==> src/rtl/vbc_pkg.sv <==
// Shared types, constants and helper functions for the VCO band calibration block.
package vbc_pkg;

   localparam int CODE_WIDTH  = 5;
   localparam int COUNT_WIDTH = 12;
   localparam int STEP_WIDTH  = CODE_WIDTH - 1;

   localparam logic [CODE_WIDTH-1:0]  CODE_MAX   = {CODE_WIDTH{1'b1}};
   localparam logic [CODE_WIDTH-1:0]  CODE_START = CODE_WIDTH'(1) << (CODE_WIDTH - 1);
   localparam logic [STEP_WIDTH-1:0]  STEP_START = STEP_WIDTH'(1) << (STEP_WIDTH - 1);

   localparam logic [COUNT_WIDTH-1:0] TARGET_FIRST_RESET  = COUNT_WIDTH'(2001);
   localparam logic [COUNT_WIDTH-1:0] TARGET_SECOND_RESET = COUNT_WIDTH'(1834);

   // Item function codes.
   localparam logic FUNC_START = 1'b0;
   localparam logic FUNC_COUNT = 1'b1;

   // Configuration register indexes.
   localparam logic CSR_TARGET_FIRST  = 1'b0;
   localparam logic CSR_TARGET_SECOND = 1'b1;

   typedef enum logic [1:0] {
      PH_SEARCH = 2'd0,
      PH_LOWER  = 2'd1,
      PH_UPPER  = 2'd2
   } phase_type;

   typedef struct packed {
      logic                   busy;
      logic                   entry;
      phase_type              phase;
      logic [CODE_WIDTH-1:0]  search_code;
      logic [STEP_WIDTH-1:0]  step_size;
      logic [COUNT_WIDTH-1:0] centre_dev;
      logic [COUNT_WIDTH-1:0] lower_dev;
      logic [CODE_WIDTH-1:0]  code_first;
      logic [CODE_WIDTH-1:0]  code_second;
   } state_type;

   typedef struct packed {
      logic                  probe_request;
      logic [CODE_WIDTH-1:0] probe_code;
      logic                  probe_entry;
      logic                  accepted;
      logic                  done_res;
      logic [CODE_WIDTH-1:0] code_first;
      logic [CODE_WIDTH-1:0] code_second;
   } rsp_type;

   function automatic logic [CODE_WIDTH-1:0] lower_of(input logic [CODE_WIDTH-1:0] c);
      lower_of = (c == '0) ? '0 : c - CODE_WIDTH'(1);
   endfunction

   function automatic logic [CODE_WIDTH-1:0] upper_of(input logic [CODE_WIDTH-1:0] c);
      upper_of = (c == CODE_MAX) ? CODE_MAX : c + CODE_WIDTH'(1);
   endfunction

endpackage

==> src/rtl/vco_band_calibration.sv <==
// Top level of the successive-approximation VCO band calibration block.
//
// Usage: send a start item (req_func = 0) to begin. Each result carries a
// probe request with the band code to apply; run the measurement and send the
// count back as a count item (req_func = 1). Per target the block probes four
// search codes (16, then steps of 8, 4, 2), takes a last step of 1 and probes
// the two neighbors of the final code, then keeps the code with the smallest
// deviation. After the second target a result with rsp_done_res = 1 reports
// both codes. Ignored items (start while busy, count while idle) still give
// one result, with rsp_accepted = 0.
// Path: a transferred item passes the input register, then the result
// register, which drives rsp_valid.
// Throughput: one item per cycle without rsp_stall; the calibration state
// updates as an item moves from the input register into the result register.
// Stall: rsp_stall holds the result register and the item behind it; req_stall
// rises only when both registers are full and the result is not taken.
// Reset (synchronous, active high) clears both registers, idles the sequence,
// zeroes the chosen codes and loads targets 2001 and 1834. Write csr_* only
// while the block is idle.
module vco_band_calibration (
   input  logic                              clock,
   input  logic                              reset,
   // Input channel
   input  logic                              req_valid,
   output logic                              req_stall,
   input  logic                              req_func,
   input  logic [vbc_pkg::COUNT_WIDTH-1:0]   req_measured_count,
   // Result channel
   output logic                              rsp_valid,
   input  logic                              rsp_stall,
   output logic                              rsp_probe_request,
   output logic [vbc_pkg::CODE_WIDTH-1:0]    rsp_probe_code,
   output logic                              rsp_probe_entry,
   output logic                              rsp_accepted,
   output logic                              rsp_done_res,
   output logic [vbc_pkg::CODE_WIDTH-1:0]    rsp_code_first,
   output logic [vbc_pkg::CODE_WIDTH-1:0]    rsp_code_second,
   // Configuration port
   input  logic                              csr_write_enable,
   input  logic                              csr_index,
   input  logic [vbc_pkg::COUNT_WIDTH-1:0]   csr_write_data
);

   // Input register
   logic                            in_valid_ff, in_valid_in;
   logic                            in_func_ff;
   logic [vbc_pkg::COUNT_WIDTH-1:0] in_count_ff;

   // Result register
   logic                            out_valid_ff, out_valid_in;
   vbc_pkg::rsp_type                out_ff;

   // Calibration state and targets
   vbc_pkg::state_type              state_ff, state_in;
   vbc_pkg::rsp_type                step_rsp;
   logic [vbc_pkg::COUNT_WIDTH-1:0] target_first_ff, target_second_ff;

   logic out_free;
   logic advance;
   logic req_take;

   // The result register can load when empty or when its result is taken now.
   assign out_free  = !out_valid_ff || !rsp_stall;
   assign advance   = in_valid_ff && out_free;
   assign req_stall = in_valid_ff && !out_free;
   assign req_take  = req_valid && !req_stall;

   assign in_valid_in  = req_take || (in_valid_ff && !advance);
   assign out_valid_in = advance || (out_valid_ff && rsp_stall);

   vbc_step u_step (
      .state          (state_ff),
      .func           (in_func_ff),
      .measured_count (in_count_ff),
      .target_first   (target_first_ff),
      .target_second  (target_second_ff),
      .state_next     (state_in),
      .rsp            (step_rsp)
   );

   // Control: valid flags and calibration state.
   always_ff @(posedge clock) begin
      if (reset) begin
         in_valid_ff              <= 1'b0;
         out_valid_ff             <= 1'b0;
         state_ff.busy            <= 1'b0;
         state_ff.entry           <= 1'b0;
         state_ff.phase           <= vbc_pkg::PH_SEARCH;
         state_ff.search_code     <= vbc_pkg::CODE_START;
         state_ff.step_size       <= vbc_pkg::STEP_START;
         state_ff.centre_dev      <= '0;
         state_ff.lower_dev       <= '0;
         state_ff.code_first      <= '0;
         state_ff.code_second     <= '0;
      end else begin
         in_valid_ff  <= in_valid_in;
         out_valid_ff <= out_valid_in;
         // Advance the sequence only as an item moves into the result register.
         if (advance) begin
            state_ff <= state_in;
         end
      end
   end

   // Targets: load reset values, then take csr writes.
   always_ff @(posedge clock) begin
      if (reset) begin
         target_first_ff  <= vbc_pkg::TARGET_FIRST_RESET;
         target_second_ff <= vbc_pkg::TARGET_SECOND_RESET;
      end else if (csr_write_enable) begin
         case (csr_index)
            vbc_pkg::CSR_TARGET_FIRST:  target_first_ff  <= csr_write_data;
            vbc_pkg::CSR_TARGET_SECOND: target_second_ff <= csr_write_data;
            default: ;
         endcase
      end
   end

   // Payload: capture on transfer, hold otherwise.
   always_ff @(posedge clock) begin
      if (req_take) begin
         in_func_ff  <= req_func;
         in_count_ff <= req_measured_count;
      end
      if (advance) begin
         out_ff <= step_rsp;
      end
   end

   assign rsp_valid         = out_valid_ff;
   assign rsp_probe_request = out_ff.probe_request;
   assign rsp_probe_code    = out_ff.probe_code;
   assign rsp_probe_entry   = out_ff.probe_entry;
   assign rsp_accepted      = out_ff.accepted;
   assign rsp_done_res      = out_ff.done_res;
   assign rsp_code_first    = out_ff.code_first;
   assign rsp_code_second   = out_ff.code_second;

   // An idle sequence always sits ready to search the first target.
   assert property (@(posedge clock) disable iff (reset)
      !state_ff.busy |-> (state_ff.phase == vbc_pkg::PH_SEARCH &&
                          state_ff.step_size == vbc_pkg::STEP_START &&
                          !state_ff.entry))
      else $error("idle sequence not parked at search start");

   // The search step is a single bit or zero.
   assert property (@(posedge clock) disable iff (reset)
      $onehot0(state_ff.step_size))
      else $error("step size not a power of two");

   // Done never comes with a probe, and ignored items give neither.
   assert property (@(posedge clock) disable iff (reset)
      out_valid_ff && (out_ff.done_res || !out_ff.accepted) |-> !out_ff.probe_request)
      else $error("probe issued with done or on ignored item");

   // The sequence state moves only when an item enters the result register.
   assert property (@(posedge clock) disable iff (reset)
      !advance |=> $stable(state_ff))
      else $error("state changed without an item");

endmodule

==> src/rtl/vbc_step.sv <==
// Next-state and result logic for one calibration item.
module vbc_step (
   input  vbc_pkg::state_type                  state,
   input  logic                                func,
   input  logic [vbc_pkg::COUNT_WIDTH-1:0]     measured_count,
   input  logic [vbc_pkg::COUNT_WIDTH-1:0]     target_first,
   input  logic [vbc_pkg::COUNT_WIDTH-1:0]     target_second,
   output vbc_pkg::state_type                  state_next,
   output vbc_pkg::rsp_type                    rsp
);

   logic [vbc_pkg::COUNT_WIDTH-1:0] target;
   logic [vbc_pkg::COUNT_WIDTH-1:0] dev;
   logic                            below;
   logic                            above;
   logic [vbc_pkg::CODE_WIDTH-1:0]  stepped_code;
   logic [vbc_pkg::STEP_WIDTH-1:0]  next_step;
   logic [vbc_pkg::CODE_WIDTH-1:0]  step_ext;
   logic [vbc_pkg::CODE_WIDTH-1:0]  code_low;
   logic [vbc_pkg::CODE_WIDTH-1:0]  code_high;
   logic [vbc_pkg::CODE_WIDTH-1:0]  pick;

   assign target    = state.entry ? target_second : target_first;
   assign below     = measured_count < target;
   assign above     = measured_count > target;
   assign dev       = below ? target - measured_count : measured_count - target;
   assign step_ext  = vbc_pkg::CODE_WIDTH'(state.step_size);
   assign next_step = state.step_size >> 1;
   assign code_low  = vbc_pkg::lower_of(state.search_code);
   assign code_high = vbc_pkg::upper_of(state.search_code);

   always_comb begin
      if (below) begin
         stepped_code = state.search_code + step_ext;
      end else if (above) begin
         stepped_code = state.search_code - step_ext;
      end else begin
         stepped_code = state.search_code;
      end
   end

   // Ties go to lower, then upper, then centre; dev is the upper deviation here.
   always_comb begin
      if (state.lower_dev <= state.centre_dev && state.lower_dev <= dev) begin
         pick = code_low;
      end else if (dev <= state.centre_dev && dev <= state.lower_dev) begin
         pick = code_high;
      end else begin
         pick = state.search_code;
      end
   end

   always_comb begin
      state_next        = state;
      rsp.probe_request = 1'b0;
      rsp.probe_code    = '0;
      rsp.probe_entry   = 1'b0;
      rsp.accepted      = 1'b0;
      rsp.done_res      = 1'b0;

      if (func == vbc_pkg::FUNC_START) begin
         if (!state.busy) begin
            state_next.busy        = 1'b1;
            state_next.entry       = 1'b0;
            state_next.phase       = vbc_pkg::PH_SEARCH;
            state_next.search_code = vbc_pkg::CODE_START;
            state_next.step_size   = vbc_pkg::STEP_START;
            rsp.accepted           = 1'b1;
            rsp.probe_request      = 1'b1;
            rsp.probe_code         = vbc_pkg::CODE_START;
         end
      end else if (state.busy) begin
         rsp.accepted = 1'b1;
         case (state.phase)
            vbc_pkg::PH_SEARCH: begin
               state_next.centre_dev  = dev;
               state_next.search_code = stepped_code;
               state_next.step_size   = next_step;
               rsp.probe_request      = 1'b1;
               rsp.probe_entry        = state.entry;
               if (next_step != '0) begin
                  rsp.probe_code = stepped_code;
               end else begin
                  state_next.phase = vbc_pkg::PH_LOWER;
                  rsp.probe_code   = vbc_pkg::lower_of(stepped_code);
               end
            end
            vbc_pkg::PH_LOWER: begin
               state_next.lower_dev = dev;
               state_next.phase     = vbc_pkg::PH_UPPER;
               rsp.probe_request    = 1'b1;
               rsp.probe_entry      = state.entry;
               rsp.probe_code       = code_high;
            end
            default: begin
               if (state.entry) begin
                  state_next.code_second = pick;
               end else begin
                  state_next.code_first = pick;
               end
               state_next.phase       = vbc_pkg::PH_SEARCH;
               state_next.search_code = vbc_pkg::CODE_START;
               state_next.step_size   = vbc_pkg::STEP_START;
               if (!state.entry) begin
                  state_next.entry  = 1'b1;
                  rsp.probe_request = 1'b1;
                  rsp.probe_entry   = 1'b1;
                  rsp.probe_code    = vbc_pkg::CODE_START;
               end else begin
                  state_next.entry = 1'b0;
                  state_next.busy  = 1'b0;
                  rsp.done_res     = 1'b1;
               end
            end
         endcase
      end

      rsp.code_first  = state_next.code_first;
      rsp.code_second = state_next.code_second;
   end

endmodule

==> config.mk <==
export PLATFORM = sky130hd
export DESIGN_NAME = vco_band_calibration
export DESIGN_NICKNAME = d
export VERILOG_FILES = /design/src/rtl/vbc_pkg.sv /design/src/rtl/vco_band_calibration.sv /design/src/rtl/vbc_step.sv
export SDC_FILE = /design/constraint.sdc
export NUM_CORES = 1
export LEC_CHECK = 0
export BUFFER_PORTS_ARGS = -buffer_cell sky130_fd_sc_hd__buf_2
export CAP_MARGIN = 25
export CORE_MARGIN = 2
export CORE_UTILIZATION = 50
export DETAILED_ROUTE_END_ITERATION = 7
export GPL_ROUTABILITY_DRIVEN = 1
export PLACE_DENSITY = 0.75
export SLEW_MARGIN = 0
export SYNTH_ARGS = -nofsm -noshare
export SYNTH_HDL_FRONTEND = slang
export SYNTH_SLANG_ARGS = --single-unit
export TNS_END_PERCENT = 30
==> constraint.sdc <==
create_clock -name clock -period 12.2 [get_ports clock]
set_clock_uncertainty 0.05 [all_clocks]
set_input_delay 1.22 -clock clock [delete_from_list [all_inputs] [get_ports clock]]
set_output_delay 1.22 -clock clock [all_outputs]
set_load 0.02 [all_outputs]
## Word-level counts from Yosys, hierarchy flattened

Index checks and enable logic that the tools add are counted.

- Output and inout bits: 21
- Register bits: 105
- Word-level logic and storage cells: 107
- Bits of input ports: 31

- $add $sub $neg: 7
- Reduce and logical (&&, ||, !) cells: 29
- $lt $le $gt $ge: 6
- Muxes and demuxes: 33
- Eq/ne operators: 7
- Bitwise logic cells: 3

Operator list:

| operator | count |
|---|---|
| 12-bit 2-to-1 mux | 5 |
| 5-bit 2-to-1 mux | 10 |
| 12-bit less-or-equal comparator | 4 |
| 47-bit 2-to-1 mux | 1 |
| 12-bit subtractor | 2 |
| 10-bit 2-to-1 mux | 2 |
| 4-bit AND reduction | 5 |
| 9-bit case mux with 2 select lines | 1 |
| 7-bit case mux with 2 select lines | 1 |
| 13-bit 2-to-1 mux | 1 |
| 12-bit > comparator | 1 |
| 12-bit < comparator | 1 |
| 6-bit 2-to-1 mux | 2 |
| 5-bit zero test | 2 |
| 5-bit by 1-bit subtractor with 5-bit output (second input constant) | 2 |
| 9-bit 2-to-1 mux | 1 |
| 1-bit logical AND | 7 |
| 7-bit 2-to-1 mux | 1 |
| 2-bit inequality test (second input constant) | 3 |
| 2-bit AND reduction | 3 |
| 5-bit by 1-bit adder with 5-bit output (second input constant) | 1 |
| 5-bit by 4-bit adder with 5-bit output | 1 |
| 5-bit equality test (second input constant) | 1 |
| 1-bit zero test | 5 |
| 13 further kinds | 22 |

## Depth between registers and ports, before layout

- Word-level depth: 11
- Depth in mapped cells: 24
- Depth with buffers taken out: 21

## By module

A second synthesis with hierarchy kept.

- Cells, all modules: 893
- Area, all modules: 7297.0 µm²

Modules (own cells, without submodules):

| module | cells an instance | sequential area each (µm²) | area an instance (µm²) | times used |
|---|---|---|---|---|
| vbc_step | 541 | 0.0 | 3686.0 | 1 |
| vco_band_calibration | 352 | 2422.3 | 3611.0 | 1 |

## Least setup slack after synthesis

Ideal clock, no wire load.

- Path type: register to register
- Start point: register state_ff[45] in the netlist's numbering
- End point: register out_ff, in the netlist rsp_code_second[3] (data pin)
- Buffers on the path: 6
- Stages on the path, launching flop included: 25
- Clock period less this slack: 6.128 ns
- Data arrival time: 5.806 ns
- Setup time: 0.272 ns
- Setup slack: 6.072 ns
- Data required time: 11.878 ns
- Cell sequence: dfxtp_1 -> clkbuf_1 -> clkbuf_1 -> mux2i_1 -> inv_1 -> ha_1 -> buf_4 -> a211oi_2 -> nor4_4 -> nor3_2 -> buf_2 -> buf_2 -> a22oi_1 -> xor2_1 -> inv_2 -> ha_1 -> a21o_1 -> a221o_1 -> a221o_1 -> o22a_1 -> or2_1 -> clkbuf_1 -> and3_1 -> a221oi_1 -> o21ai_1

RTL lines:

| what | line | RTL |
|---|---|---|
| start, declared | vco_band_calibration.sv:54 | `vbc_pkg::state_type state_ff, state_in;` |
| start signal, assigned | vco_band_calibration.sv:100 | `state_ff <= state_in;` |
| end signal, assigned | vco_band_calibration.sv:126 | `out_ff <= step_rsp;` |
| end, declared | vco_band_calibration.sv:51 | `vbc_pkg::rsp_type out_ff;` |

==> out/summary.txt <==
Syn. warnings = 0
DRT Pass-1 Iters = 5
root buf cell = clkbuf_16
most frequent cells in the layout = nand2_1 (106), ha_1 (74), dfxtp_1 (73)
clk buf depth = 2
RSZ-0062 raised after global routing = false
crit start category = register
core area = 13,240 µm²
nets@finish = 938
Final WS setup = 5.845 ns
post-CTS sizing = 0
syn_nets = 903
EDFF count, synth = 32
GRT overflow = 0
Max Cap Viol = 0
first-pass GRT wire length = 23,920 µm
crit-path cells = mux2i_1, inv_1, ha_1, a21oi_1, o21ai_1, nor3_2, buf_4, nor2_1, a22oi_1, xor2_1, inv_2, ha_1, a21o_1, a221o_1, a221o_1, o22a_1, or2_1, and3_1, a211oi_1, o21ai_1
area of the die = 14,560 µm²
Setup TNS = 0 ns
Final Max Tran Viols = 0
total chip power = 854.1 µW
Layout Cells excl Fill = 1,010
Initial Util = 0.5138
met3 track utilization from global routing = 0.03774
Iter 0 DRT Violations = 467
I/O pins = 52
GRT met2 Usage = 0.3249
Power per Cell Area = 113.8 nW/µm²
Inserted Clock Buffers = 9
largest net degree at the start of global routing = 79
DR WL/cell = 14.41 µm
DR vias = 5,690
worst IR drop on VDD = 124.4 µV
post-CTS setup buffers = 0
crit path DAT = 6.40 ns
Min-Delay Path Class = reg -> reg
Slew HR = 0.3566
Mapped Cells = 794
Worst-Skew Late Latency = 0.35 ns
H-Tree Depth = 3
maximum cell stage delay along the critical path = 0.94 ns
met1 usage = 0.2782
row count = 42
Routability Congestion = 0.9268
CTS Hold Bufs = 0
Worst Setup Path Type = reg -> reg
total of flip-flops plus latches after synthesis = 105
Final Setup Violations = 0
Die Span Y = 120.7 µm
Final Cycle Share = 0.5209
Antenna Diode Count = 0
synth top area cells = dfxtp_1 (21%), edfxtp_1 (14%), ha_1 (14%), nand2_1 (5.8%), a21oi_1 (3.8%)
Residual DRC = 0
Leakage = 0.003124 µW
TritonCTS clock tree = done
Seq/Total Area, Yosys = 0.3560
kind of end point of the critical path = register
clk slew on worst S/H paths = 0.07 ns
cell taking the most area after synthesis = dfxtp_1
mean number of vias per cell = 5.634
post-detail-place hpwl = 10,820 µm
Worst Tran Pin Value = 0.9632 ns
commonest non-fill, non-tap cell in the layout = nand2_1
outcome = finished, final reports clean
port bufs = 51
GRT Overall Usage = 0.2025
WL final = 14,550 µm
Placed Cells = 994
CP required = 12.24 ns
Final Hold Fails = 0
Primary FF master, synth = dfxtp_1
final core utilization = 0.5668
DP Worst Slack = 5.867 ns
Post-synth ARST share = 0
slowest library cell on the worst path = dfxtp_1
synth-to-layout area growth = 10.32%
layout cells sized above 1 = 0.1079
mapped cell area = 6804 µm²
Tmin final = 6.355 ns
Worst Path Max Fanout = 21
Netlist cell types = 69
Num Clock Sinks = 105
antenna-violating nets left = 0
post-synth top area share = 0.2148
Die W = 120.7 µm
vias in the first global route = 5,059
FMAX = 0.1574 GHz
Avg Inst Size Synth = 8.569 µm²
gr busiest metal = met2
antenna violations before repair = 0
where the power goes:
part           leakage (µW)  switching, µW  internal (µW)  total, µW
Combinational       0.00207            111           66.5        177
Sequential         0.000905           6.68            371        377
Clock              0.000153            136            163        299
synth_stat cells (all sizes together) (8+ instances only):
library cell / number
clkbuf: 26
nor2: 68
nand3: 12
and3: 9
a21oi: 52
mux2i: 21
o211ai: 9
xnor2: 8
nor2b: 10
nand2: 106
o21ai: 36
inv: 66
nand2b: 8
nor3: 18
nand4: 13
edfxtp: 32
a211oi: 32
dfxtp: 73
nand3b: 16
ha: 74
cells by family after synthesis:
| logic type | after synthesis | share of synthesized area |
|---|---|---|
| AND/OR/NAND/NOR | 289 | 0.2076 |
| AO/OA/AOI/OAI | 186 | 0.1802 |
| XOR/XNOR | 14 | 0.01802 |
| flip-flops | 105 | 0.3560 |
| adder cells (fa/ha/maj) | 78 | 0.1478 |
| buffers and inverters | 99 | 0.05608 |
| multiplexers | 23 | 0.03420 |
metrics by stage:
| step | instance area [µm²] | hold WS (ns) |
|---|---|---|
| after floorplan | 6804 | 0.3857 |
| after global placement | 7196 | 0.3921 |
| after detailed placement | 7196 | 0.3967 |
| after CTS | 7506 | 0.4067 |
| after global routing | 7506 | 0.4297 |
| final | 7506 | 0.4096 |
layer usage:
metal / wire length (µm) / part of all wire / vias to the layer above
li1: - / - / 2898
met1: 6923 / 0.48 / 2602
met2: 6631 / 0.46 / 172
met3: 744 / 0.051 / 18
met4: 254 / 0.017 / 0
met5: 0 / 0 / -
flip-flops by register name, summed over array words and instances, names as in the netlist, 5 cells and up:
| signal | flops |
|---|---|
| rsp_code_second | 5 |
| rsp_code_first | 5 |
| rsp_probe_code | 5 |
| target_second_ff | 12 |
| state_ff | 47 |
| target_first_ff | 12 |
| in_count_ff | 12 |
worst paths after layout:
| path | start | to | slack (ns) | cells past startpoint |
|---|---|---|---|---|
| max | state_ff[45] | rsp_code_second[2] | 5.84 | 20 |
| min | target_second_ff[11] | target_second_ff[11] | 0.41 | 2 |
| max reg2reg | state_ff[45] | rsp_code_second[2] | 5.84 | 20 |
| min reg2reg | target_second_ff[11] | target_second_ff[11] | 0.41 | 2 |
worst max-delay path, delay by kind of cell (launching register included):
| family | cells | cell delay, ns |
|---|---|---|
| buffers and inverters | 3 | 0.48 |
| AOI/OAI and AO/OA | 9 | 2.20 |
| muxes | 1 | 0.34 |
| xor gates and xnor gates | 1 | 0.27 |
| adders and majority gates | 2 | 0.70 |
| and+or+nand+nor | 4 | 1.11 |
| DFF | 1 | 0.94 |
cell type report:
| cell class | instances | area [µm²] |
|---|---|---|
| tap | 176 | 220.2 |
| timing repair buffer | 57 | 300.3 |
| fill | 1227 | 5737 |
| inverter | 66 | 247.7 |
| clock inverter | 7 | 85.08 |
| sequential | 105 | 2422 |
| multi-input combinational | 590 | 4005 |
| clock buffer | 9 | 225.2 |
Power figures use the tool's default switching activity.
